`config.mk`:
```
export PLATFORM = sky130hd
export DESIGN_NAME = three_band_stereo_equalizer_core
export DESIGN_NICKNAME = d
export VERILOG_FILES = /design/src/design/eq3_pkg.sv /design/src/design/eq3_cfg.sv /design/src/design/eq3_mul.sv /design/src/design/three_band_stereo_equalizer_core.sv
export SDC_FILE = /design/constraint.sdc
export NUM_CORES = 2
export LEC_CHECK = 0
export ABC_AREA = 1
export BUFFER_PORTS_ARGS = -buffer_cell sky130_fd_sc_hd__buf_4
export CORE_ASPECT_RATIO = 1.75
export CORE_UTILIZATION = 55
export CTS_BUF_LIST = sky130_fd_sc_hd__clkbuf_2 sky130_fd_sc_hd__clkbuf_4 sky130_fd_sc_hd__clkbuf_8
export DETAILED_ROUTE_END_ITERATION = 12
export PLACE_DENSITY = 0.75
export SETUP_SLACK_MARGIN = 0.5
export SLEW_MARGIN = 5
export SYNTH_ARGS = -nofsm -noshare
export SYNTH_HDL_FRONTEND = slang
export SYNTH_SLANG_ARGS = --single-unit
```
`constraint.sdc`:
```
create_clock -name clk -period 12.75 [get_ports clk]
set_input_delay 1.275 -clock clk [delete_from_list [all_inputs] [get_ports clk]]
set_output_delay 1.275 -clock clk [all_outputs]
set_load 0.02 [all_outputs]
```
`src/design/eq3_pkg.sv`:
```
`timescale 1ns / 1ps
package eq3_pkg;

  localparam int SAMPLE_BITS    = 24;
  localparam int COEF_BITS      = 16;
  localparam int STATE_BITS     = 32;
  localparam int GUARD          = STATE_BITS - SAMPLE_BITS;
  localparam int GAIN_FRAC      = 12;
  localparam int REG_BITS       = 16;
  localparam int CFG_INDEX_BITS = 3;
  localparam int FRAME_BITS     = 2 * SAMPLE_BITS;

  // shared multiplier: signed operand times unsigned 16-bit coefficient
  localparam int MUL_A_BITS = 41;
  localparam int MUL_P_BITS = MUL_A_BITS + REG_BITS;
  // band sum: three 33x16 products
  localparam int ACC_BITS   = 52;

  localparam int STEP_BITS  = 4;

  localparam logic [REG_BITS-1:0] LOW_POLE_RST    = 16'd63695;
  localparam logic [REG_BITS-1:0] HIGH_POLE_RST   = 16'd49287;
  localparam logic [REG_BITS-1:0] UNITY_GAIN      = 16'd4096;

  typedef enum logic [CFG_INDEX_BITS-1:0] {
    REG_LOW_POLE    = 3'd0,
    REG_HIGH_POLE   = 3'd1,
    REG_LOW_GAIN    = 3'd2,
    REG_MID_GAIN    = 3'd3,
    REG_HIGH_GAIN   = 3'd4,
    REG_MASTER_GAIN = 3'd5
  } reg_index_t;

  typedef struct packed {
    logic [REG_BITS-1:0] low_pole;
    logic [REG_BITS-1:0] high_pole;
    logic [REG_BITS-1:0] low_gain;
    logic [REG_BITS-1:0] mid_gain;
    logic [REG_BITS-1:0] high_gain;
    logic [REG_BITS-1:0] master_gain;
  } cfg_t;

  typedef struct packed {
    logic                         issue;
    logic signed [MUL_A_BITS-1:0] a;
    logic [REG_BITS-1:0]          b;
  } mul_req_t;

endpackage

```
`src/design/eq3_cfg.sv`:
```
`timescale 1ns / 1ps
module eq3_cfg (
  input  logic                                clk,
  input  logic                                rst,
  input  logic                                cfg_valid,
  output logic                                cfg_ready,
  input  logic [eq3_pkg::CFG_INDEX_BITS-1:0]  cfg_index,
  input  logic [eq3_pkg::REG_BITS-1:0]        cfg_data,
  output eq3_pkg::cfg_t                       regs
);
  import eq3_pkg::*;

  assign cfg_ready = 1'b1;

  always_ff @(posedge clk) begin
    if (rst) begin
      regs.low_pole    <= LOW_POLE_RST;
      regs.high_pole   <= HIGH_POLE_RST;
      regs.low_gain    <= UNITY_GAIN;
      regs.mid_gain    <= UNITY_GAIN;
      regs.high_gain   <= UNITY_GAIN;
      regs.master_gain <= UNITY_GAIN;
    end else if (cfg_valid && cfg_ready) begin
      case (cfg_index)
        REG_LOW_POLE:    regs.low_pole    <= cfg_data;
        REG_HIGH_POLE:   regs.high_pole   <= cfg_data;
        REG_LOW_GAIN:    regs.low_gain    <= cfg_data;
        REG_MID_GAIN:    regs.mid_gain    <= cfg_data;
        REG_HIGH_GAIN:   regs.high_gain   <= cfg_data;
        REG_MASTER_GAIN: regs.master_gain <= cfg_data;
        default: ;  // unknown index: dropped
      endcase
    end
  end

endmodule

```
`src/design/eq3_mul.sv`:
```
`timescale 1ns / 1ps
module eq3_mul (
  input  logic                                  clk,
  input  eq3_pkg::mul_req_t                     req,
  output logic signed [eq3_pkg::MUL_P_BITS-1:0] prod
);
  import eq3_pkg::*;

  logic signed [MUL_P_BITS:0] prod_full;

  // coefficient is unsigned: a zero above it keeps the product signed
  assign prod_full = req.a * $signed({1'b0, req.b});

  always_ff @(posedge clk) begin
    if (req.issue) begin
      prod <= prod_full[MUL_P_BITS-1:0];
    end
  end

endmodule

```
`src/design/three_band_stereo_equalizer_core.sv`:
```
`timescale 1ns / 1ps
// Three-band stereo equaliser with one-pole crossovers.
//
// s_axis carries one stereo frame per transfer, m_axis returns one equalised
// frame per input frame, in order. The cfg channel writes the pole and gain
// registers (index 0..5); it is always ready and should only be used while
// no frame is in flight. Unknown indices are ignored.
//
// Each frame runs from the input transfer through eight steps per channel,
// set by the one shared 41x16 multiplier, which is used six times per
// channel (two filter updates, three band gains, master gain), and then
// through the output register load in ST_DONE, which raises m_axis_tvalid.
// s_axis_tready is low while a frame is being worked on. The next frame is
// taken in the same cycle the result is loaded; one frame is worked on at a time.
// If the receiver stalls, the finished frame waits and no new input is taken
// until the output register is free; nothing is dropped.
// Reset clears the four filter states to zero, restores the register
// defaults and empties the output register.
module three_band_stereo_equalizer_core (
  input  logic                                clk,
  input  logic                                rst,
  input  logic                                s_axis_tvalid,
  output logic                                s_axis_tready,
  // [23:0] left_in, [47:24] right_in
  input  logic [eq3_pkg::FRAME_BITS-1:0]      s_axis_tdata,
  output logic                                m_axis_tvalid,
  input  logic                                m_axis_tready,
  // [23:0] left_out, [47:24] right_out
  output logic [eq3_pkg::FRAME_BITS-1:0]      m_axis_tdata,
  input  logic                                cfg_valid,
  output logic                                cfg_ready,
  input  logic [eq3_pkg::CFG_INDEX_BITS-1:0]  cfg_index,
  input  logic [eq3_pkg::REG_BITS-1:0]        cfg_data
);
  import eq3_pkg::*;

  typedef enum logic [1:0] {
    ST_IDLE,
    ST_RUN,
    ST_DONE
  } state_t;

  // steps within one channel
  localparam logic [2:0] PH_LO_FILT = 3'd0;
  localparam logic [2:0] PH_HI_FILT = 3'd1;
  localparam logic [2:0] PH_LO_GAIN = 3'd2;
  localparam logic [2:0] PH_MID_GAIN = 3'd3;
  localparam logic [2:0] PH_HI_GAIN = 3'd4;
  localparam logic [2:0] PH_ROUND = 3'd5;
  localparam logic [2:0] PH_MASTER = 3'd6;
  localparam logic [2:0] PH_SAT = 3'd7;

  localparam logic [STEP_BITS-1:0] LAST_STEP = '1;

  localparam logic signed [MUL_P_BITS-1:0] FILT_RND = MUL_P_BITS'(1) << (COEF_BITS - 1);
  localparam logic signed [ACC_BITS-1:0]   ACC_RND  = ACC_BITS'(1) << (GAIN_FRAC - 1);
  localparam logic signed [MUL_P_BITS-1:0] OUT_RND  =
    MUL_P_BITS'(1) << (GAIN_FRAC + GUARD - 1);
  localparam logic signed [MUL_P_BITS-1:0] SMAX = (MUL_P_BITS'(1) << (SAMPLE_BITS - 1)) - 1;
  localparam logic signed [MUL_P_BITS-1:0] SMIN = -(MUL_P_BITS'(1) << (SAMPLE_BITS - 1));

  cfg_t     regs;
  mul_req_t mreq;
  logic signed [MUL_P_BITS-1:0] prod;

  state_t                 state;
  logic [STEP_BITS-1:0]   step;
  logic                   ch;
  logic [2:0]             phase;

  logic signed [SAMPLE_BITS-1:0] x_left, x_right, x_cur;
  logic signed [STATE_BITS-1:0]  lo_left, lo_right, hi_left, hi_right;
  logic signed [STATE_BITS-1:0]  lo_cur, hi_cur, xs;
  logic signed [ACC_BITS-1:0]    acc;
  logic signed [MUL_A_BITS-1:0]  accr;
  logic signed [SAMPLE_BITS-1:0] y_left, y_right;

  logic signed [MUL_P_BITS-1:0]  filt_sum, filt_sh, y_sum, y_sh;
  logic [STATE_BITS-1:0]         filt_new;
  logic signed [ACC_BITS-1:0]    prod_acc, acc_sum, acc_rnd;
  logic signed [SAMPLE_BITS-1:0] y_sat;
  logic                          s_accept, out_free;

  eq3_cfg u_cfg (
    .clk       (clk),
    .rst       (rst),
    .cfg_valid (cfg_valid),
    .cfg_ready (cfg_ready),
    .cfg_index (cfg_index),
    .cfg_data  (cfg_data),
    .regs      (regs)
  );

  eq3_mul u_mul (
    .clk  (clk),
    .req  (mreq),
    .prod (prod)
  );

  assign ch    = step[STEP_BITS-1];
  assign phase = step[2:0];

  assign x_cur  = ch ? x_right : x_left;
  assign lo_cur = ch ? lo_right : lo_left;
  assign hi_cur = ch ? hi_right : hi_left;
  assign xs     = {x_cur, {GUARD{1'b0}}};

  assign out_free      = !m_axis_tvalid || m_axis_tready;
  assign s_axis_tready = (state == ST_IDLE) || (state == ST_DONE && out_free);
  assign s_accept      = s_axis_tvalid && s_axis_tready;

  // s' = x + round(p * (s - x)), the convex form of the one-pole update
  assign filt_sum = prod + FILT_RND;
  assign filt_sh  = filt_sum >>> COEF_BITS;
  assign filt_new = xs + filt_sh[STATE_BITS-1:0];

  assign prod_acc = $signed(prod[ACC_BITS-1:0]);
  assign acc_sum  = acc + prod_acc;
  assign acc_rnd  = (acc_sum + ACC_RND) >>> GAIN_FRAC;

  assign y_sum = prod + OUT_RND;
  assign y_sh  = y_sum >>> (GAIN_FRAC + GUARD);

  always_comb begin
    if (y_sh > SMAX) begin
      y_sat = SMAX[SAMPLE_BITS-1:0];
    end else if (y_sh < SMIN) begin
      y_sat = SMIN[SAMPLE_BITS-1:0];
    end else begin
      y_sat = y_sh[SAMPLE_BITS-1:0];
    end
  end

  always_comb begin
    mreq.issue = (state == ST_RUN) && (phase != PH_ROUND) && (phase != PH_SAT);
    mreq.a     = '0;
    mreq.b     = '0;
    case (phase)
      PH_LO_FILT: begin
        mreq.a = MUL_A_BITS'(lo_cur) - MUL_A_BITS'(xs);
        mreq.b = regs.low_pole;
      end
      PH_HI_FILT: begin
        mreq.a = MUL_A_BITS'(hi_cur) - MUL_A_BITS'(xs);
        mreq.b = regs.high_pole;
      end
      PH_LO_GAIN: begin
        mreq.a = MUL_A_BITS'(lo_cur);
        mreq.b = regs.low_gain;
      end
      PH_MID_GAIN: begin
        mreq.a = MUL_A_BITS'(hi_cur) - MUL_A_BITS'(lo_cur);
        mreq.b = regs.mid_gain;
      end
      PH_HI_GAIN: begin
        mreq.a = MUL_A_BITS'(xs) - MUL_A_BITS'(hi_cur);
        mreq.b = regs.high_gain;
      end
      PH_MASTER: begin
        mreq.a = accr;
        mreq.b = regs.master_gain;
      end
      default: ;
    endcase
  end

  always_ff @(posedge clk) begin
    if (rst) begin
      state         <= ST_IDLE;
      step          <= '0;
      m_axis_tvalid <= 1'b0;
      lo_left       <= '0;
      lo_right      <= '0;
      hi_left       <= '0;
      hi_right      <= '0;
    end else begin
      // in ST_DONE the output register is reloaded below
      if (m_axis_tvalid && m_axis_tready && state != ST_DONE) begin
        m_axis_tvalid <= 1'b0;
      end
      case (state)
        ST_IDLE: begin
          if (s_accept) begin
            x_left  <= s_axis_tdata[SAMPLE_BITS-1:0];
            x_right <= s_axis_tdata[FRAME_BITS-1:SAMPLE_BITS];
            step    <= '0;
            state   <= ST_RUN;
          end
        end
        ST_RUN: begin
          step <= step + 1'b1;
          case (phase)
            PH_HI_FILT: begin
              if (ch) lo_right <= filt_new;
              else    lo_left  <= filt_new;
            end
            PH_LO_GAIN: begin
              if (ch) hi_right <= filt_new;
              else    hi_left  <= filt_new;
            end
            PH_MID_GAIN: acc <= prod_acc;
            PH_HI_GAIN:  acc <= acc_sum;
            PH_ROUND:    accr <= MUL_A_BITS'(acc_rnd);
            PH_SAT: begin
              if (ch) y_right <= y_sat;
              else    y_left  <= y_sat;
            end
            default: ;
          endcase
          if (step == LAST_STEP) begin
            state <= ST_DONE;
          end
        end
        ST_DONE: begin
          if (out_free) begin
            m_axis_tdata  <= {y_right, y_left};
            m_axis_tvalid <= 1'b1;
            if (s_accept) begin
              x_left  <= s_axis_tdata[SAMPLE_BITS-1:0];
              x_right <= s_axis_tdata[FRAME_BITS-1:SAMPLE_BITS];
              step    <= '0;
              state   <= ST_RUN;
            end else begin
              state <= ST_IDLE;
            end
          end
        end
        default: state <= ST_IDLE;
      endcase
    end
  end

  a_accept_starts: assert property (@(posedge clk) disable iff (rst)
    s_accept |=> (state == ST_RUN && step == '0))
    else $error("accepted frame did not start the sequence");

  a_run_ends: assert property (@(posedge clk) disable iff (rst)
    (state == ST_RUN && step == LAST_STEP) |=> (state == ST_DONE))
    else $error("sequence did not finish after the last step");

  a_no_mul_on_idle_steps: assert property (@(posedge clk) disable iff (rst)
    (state == ST_RUN && (phase == PH_ROUND || phase == PH_SAT)) |-> !mreq.issue)
    else $error("multiplier issued on a step that consumes its product");

  a_result_from_done: assert property (@(posedge clk) disable iff (rst)
    $rose(m_axis_tvalid) |-> $past(state == ST_DONE))
    else $error("result presented outside the completion step");

endmodule
```
**Word level (Yosys, flattened, before mapping)**

Index checks and enable logic that the tools add are counted.

- Bitwise logic cells: 2
- Magnitude comparators: 2
- $add $sub $neg: 10
- $mul: 1
- Muxes and demuxes: 24
- Eq/ne operators: 21
- Reductions and logical operators: 33

Operator list:

| cell | count |
|---|---|
| one-hot mux 57 bit (6 select lines) | 1 |
| 2-to-1 mux 24 bit | 7 |
| subtractor 32 x 32 -> 33 bit | 4 |
| one-hot mux 52 bit (2 select lines) | 1 |
| one-hot mux 24 bit (2 select lines) | 2 |
| 2-to-1 mux 32 bit | 2 |
| adder 57 x 21 -> 57 bit, second input constant | 1 |
| multiplier 41 x 17 -> 57 bit | 1 |
| adder 52 x 13 -> 52 bit, second input constant | 1 |
| adder 52 bit | 1 |
| adder 48 x 17 -> 48 bit, second input constant | 1 |
| greater-than comparator 37 x 24 -> 1 bit, second input constant | 1 |
| less-than comparator 37 x 24 -> 1 bit, second input constant | 1 |
| adder 32 bit | 1 |
| AND reduction 3 bit | 9 |
| equality test 3 bit, second input constant | 6 |
| AND reduction 2 bit | 7 |
| equality test 3 x 2 -> 1 bit, second input constant | 4 |
| one-hot mux 4 bit (3 select lines) | 1 |
| 2-to-1 mux 4 bit | 2 |
| AND reduction 4 bit | 2 |
| equality test 3 x 1 -> 1 bit, second input constant | 2 |
| logical AND 1 bit | 6 |
| logical NOT 3 bit | 2 |
| 16 further kinds | 27 |

- Word-level logic and storage cells: 114
- Register bits: 524

**Logic depth before layout (Yosys ltp)**

- Depth after elaboration: 8
- Gate-level depth with buffers: 51

**Modules after synthesis**

Synthesis repeated with hierarchy kept, for this count alone.

- Cell total of the unflattened synthesis: 8730
- Area total of the unflattened synthesis: 61282.5 um2

By module, submodules not included:

| module | area an instance (um2) | times used | cells an instance | sequential area each (um2) |
|---|---|---|---|---|
| three_band_stereo_equalizer_core | 30979.7 | 1 | 4681 | 9789.4 |
| eq3_mul | 26466.6 | 1 | 3515 | 1711.6 |
| eq3_cfg | 3836.2 | 1 | 534 | 1921.8 |

**Least setup slack after synthesis**

No wires, ideal clock.

- Kind: register -> register
- From: register step[3]
- To: register u_mul.prod[56] in the netlist's numbering (data pin)
- Data required time: 12.485 ns
- Buffers on the path: 6
- Setup slack: 3.663 ns
- Library setup time: 0.265 ns
- Arrival time: 8.822 ns
- Cell stages (with the launch flop): 43
- Cells stage by stage: dfxtp_1 buf_4 inv_1 clkbuf_1 clkbuf_1 clkbuf_1 or2_2 o21ai_0 inv_1 fa_1 inv_1 nand2_1 o21ai_0 a21boi_0 o21bai_1 nand3_1 nand3_1 a21oi_1 (+7 left out) inv_1 fa_1 inv_1 fa_1 fa_1 fa_1 inv_1 fa_1 inv_1 ha_1 a21oi_1 o21ai_0 o21bai_1 a21oi_1 nand3_1 a21oi_1 o21ai_0 xor2_1

- Longest elaborated chain between the ends: 4
- Elaborated cells on any way between the ends: 9

RTL lines:

| item | RTL line | source |
|---|---|---|
| from (decl) | three_band_stereo_equalizer_core.sv:67 | `logic [STEP_BITS-1:0] step;` |
| from (signal assigned) | three_band_stereo_equalizer_core.sv:191 | `step <= step + 1'b1;` |
| 2-to-1 mux 32 bit, or another cell as far along | three_band_stereo_equalizer_core.sv:105 | `assign hi_cur = ch ? hi_right : hi_left;` |
| subtractor 32 x 32 -> 33 bit, on equally long branches | - |  |
| one-hot mux 57 bit (6 select lines) * | three_band_stereo_equalizer_core.sv:138 | `case (phase)` |
| multiplier 41 x 17 -> 57 bit * | eq3_mul.sv:12 | `assign prod_full = req.a * $signed({1'b0, req.b});` |
| net u_mul.prod_full[56] | eq3_mul.sv:9 | `logic signed [MUL_P_BITS:0] prod_full;` |
| to (signal assigned) | eq3_mul.sv:16 | `prod <= prod_full[MUL_P_BITS-1:0];` |
| to (decl) | eq3_mul.sv:5 | `output logic signed [eq3_pkg::MUL_P_BITS-1:0] prod` |

The timed path passes the listed nets; every way through them passes the cells marked *.
A chain may end at the register's enable or synchronous reset.

**Worst setup path in the final report**

- From: register step[3]
- To: register u_mul.prod[34] in the netlist's numbering (data pin)

The elaborated chain is that of the path after synthesis.

==> impl_metrics.env <==
export IMPL_yosysTopAreaCellShare_pct=21.0
export IMPL_initial_core_util_pct=55.7
export IMPL_endpoint_kind="flop"
export IMPL_gp_congestion=1.16
export IMPL_dp_cells=9218
export IMPL_first_pass_iters=12
export IMPL_synth_most_common_cell="nand2_1"
export IMPL_crit_type="reg -> reg"
export IMPL_ys_ff_latch=524
export IMPL_hold_buffers=0
export IMPL_layoutNonFillerInstCount=9366
export IMPL_syn_to_final_growth_pct=7.47
export IMPL_grt_max_degree=110
export IMPL_die_w_um=247
export IMPL_num_rows=156
export IMPL_ios=123
export IMPL_cp_num_buf_inv=9
export IMPL_clk_pin_slew_ns=0.07
export IMPL_avgViaCountPerCell=5.86
export IMPL_outcome="finished, violations left"
export IMPL_synth_main_ff_cell="edfxtp_1"
export IMPL_tritoncts="built"
export IMPL_yosys_cell_types_count=62
export IMPL_syn_area_per_cell_sq_um=7.32
export IMPL_maxCapViolCount=0
export IMPL_syn_nets=8884
export IMPL_hold_path_class="reg -> reg"
export IMPL_cts_root_buffer="clkbuf_8"
export IMPL_cts_repair_resized=0
export IMPL_cp_slowest_cell="nand3_1"
export IMPL_post_cts_setup_buffers=0
export IMPL_port_buffers=121
export IMPL_clock_sinks=524
export IMPL_min_period_ns=11.60
export IMPL_crit_top_cell="inv_1"
export IMPL_core_sq_um=104000
export IMPL_multi_input_area_sq_um=37100
export IMPL_finalHoldViolCount=0
export IMPL_fin_tns_setup_ns=0
export IMPL_drive_gt1_share_pct=6.02
export IMPL_grt_pass1_vias=56200
export IMPL_ys_seq_area_share_pct=23.2
export IMPL_dr_wl_met2_um=111000
export IMPL_hpwl_um=191000
export IMPL_grt_pass1_wl_um=344000
export IMPL_cts_max_level=3
export IMPL_grt_antenna_before_repair=7
export IMPL_maxSlewHeadroom_pct=9.97
export IMPL_dp_slack_ns=1.53
export IMPL_clkLatencyLatePin_ns=0.81
export IMPL_wl_met1_um=73100
export IMPL_fmax_mhz=86.2
export IMPL_cp_arrival_ns=12.11
export IMPL_synth_area_sq_um=57800
export IMPL_antenna_left=0
export IMPL_violations="design-rule violations"
export IMPL_worst_pin_slew_ns=1.34
export IMPL_synth_edf_count=293
export IMPL_path_delay_family="adder cells"
export IMPL_rsz0062_at_grt="no"
export IMPL_top_layer="met5"
export IMPL_wirelength_um=235000
export IMPL_cts_buffer_depth=3
export IMPL_die_y_um=431
export IMPL_dieArea_sq_um=106000
export IMPL_critical_path_max_stage_delay_ns=0.79
export IMPL_finish_net_count=8958
export IMPL_drt_iter0_drc=4998
export IMPL_yosysTopAreaCell="fa_1"
export IMPL_routedWlPerCell_um=25.1
export IMPL_drv_slew=0
export IMPL_ys_top_cells_by_area="fa_1, edfxtp_1, nand2_1, inv_1, dfxtp_1"
export IMPL_fill_cells=9670
export IMPL_start_kind="flop"
export IMPL_gr_total_overflow=0
export IMPL_seqCellArea_sq_um=13400
export IMPL_fin_worst_skew_ns=0.0499
export IMPL_cts_made_buffers=83
export IMPL_worstPathMaxFanout=23
export IMPL_syn_instance_count=7886
export IMPL_required_ns=13.25
export IMPL_holdWs_ns=0.413
export IMPL_setup_slack_ns=1.15
export IMPL_route_met3_wl_um=19100
export IMPL_synth_commonest_cells="nand2_1, inv_1, nor2_1, fa_1, o21ai_0"
export IMPL_num_vias=54900
export IMPL_finalSetupViolCount=0
export IMPL_synthArstFlopShare_pct=0
export IMPL_yosysWarnings=0
export IMPL_grt_usage_pct=44.5
export IMPL_drc=32
export IMPL_finalCritPeriodShare_pct=91.0
-- layer usage --
| metal | global-route usage [%] | vias up |
|---|---|---|
| met4 | 47.4 | 4 |
| met5 | 0.0467 | - |
| met3 | 9.35 | 1362 |
| met2 | 73.9 | 3165 |
| met1 | 44.2 | 25800 |
| li1 | - | 24600 |
-- worst paths after layout --
path,slack [ns],start,cells after the start,end
setup / recovery,1.15,step[3],37,u_mul.prod[34]
hold / removal,0.41,y_left[22],0,m_axis_tdata[22]
setup reg to reg,1.15,step[3],37,u_mul.prod[34]
hold reg to reg,0.41,y_left[22],0,m_axis_tdata[22]
-- cells by family (layout without fill, tap and decap cells) --
group / Yosys count / count (layout) / synth area share [%]
flip-flops: 524 / 524 / 23.2
AO/OA/AOI/OAI: 1138 / 1138 / 10.8
XOR/XNOR: 178 / 178 / 2.70
adder cells (fa/ha/maj): 926 / 926 / 27.9
other: 1 / 3 / 0.00649
AND/OR/NAND/NOR: 3189 / 3189 / 22.6
multiplexers: 4 / 4 / 0.0693
buffers and inverters: 1926 / 2061 / 12.6
-- sequential cells by signal, indices dropped and copies added, names as in the netlist, 2 cells and up --
| name | flops |
|---|---|
| x_right | 24 |
| y_right | 24 |
| step | 4 |
| accr | 40 |
| y_left | 24 |
| m_axis_tdata | 48 |
| x_left | 24 |
| u_cfg.regs | 96 |
| hi_left | 32 |
| lo_right | 32 |
| lo_left | 32 |
| u_mul.prod | 57 |
| hi_right | 32 |
| acc | 52 |
| state | 2 |
-- through the flow --
| step | area, sq um | util, % |
|---|---|---|
| floorplan | 57800 | - |
| global placement | 60200 | 58.1 |
| detailed placement | 60200 | 58.1 |
| CTS | 62100 | 59.9 |
| global route | 62100 | 59.9 |
| finish | 62100 | 59.9 |
-- area by class of cell --
type | count | area share [%]
multi-input combinational | 5436 | 59.8
sequential | 524 | 21.6
timing repair buffer | 217 | 2.62
tap | 1343 | 2.71
inverter | 1698 | 10.3
clock buffer | 113 | 2.25
antenna | 2 | 0.00806
clock inverter | 33 | 0.677
-- cells in the final DEF (no fill, tap or decap), types with 17 or more instances in the layout --
| cell | instances |
|---|---|
| a21o_1 | 24 |
| a21oi_1 | 431 |
| a31oi_1 | 18 |
| buf_4 | 217 |
| clkbuf_4 | 25 |
| clkbuf_8 | 88 |
| dfxtp_1 | 230 |
| edfxtp_1 | 293 |
| fa_1 | 606 |
| ha_1 | 320 |
| inv_1 | 1679 |
| nand2_1 | 1886 |
| nand3_1 | 276 |
| nand4_1 | 72 |
| nor2_1 | 737 |
| nor2_2 | 17 |
| nor3_1 | 63 |
| o211ai_1 | 41 |
| o21a_1 | 18 |
| o21ai_0 | 469 |
| o21bai_1 | 23 |
| o22ai_1 | 31 |
| or2_2 | 48 |
| xnor2_1 | 56 |
| xor2_1 | 122 |
Power is not shown: default switching activity piles up to over one toggle a cycle in this logic, so the estimate is an artifact.
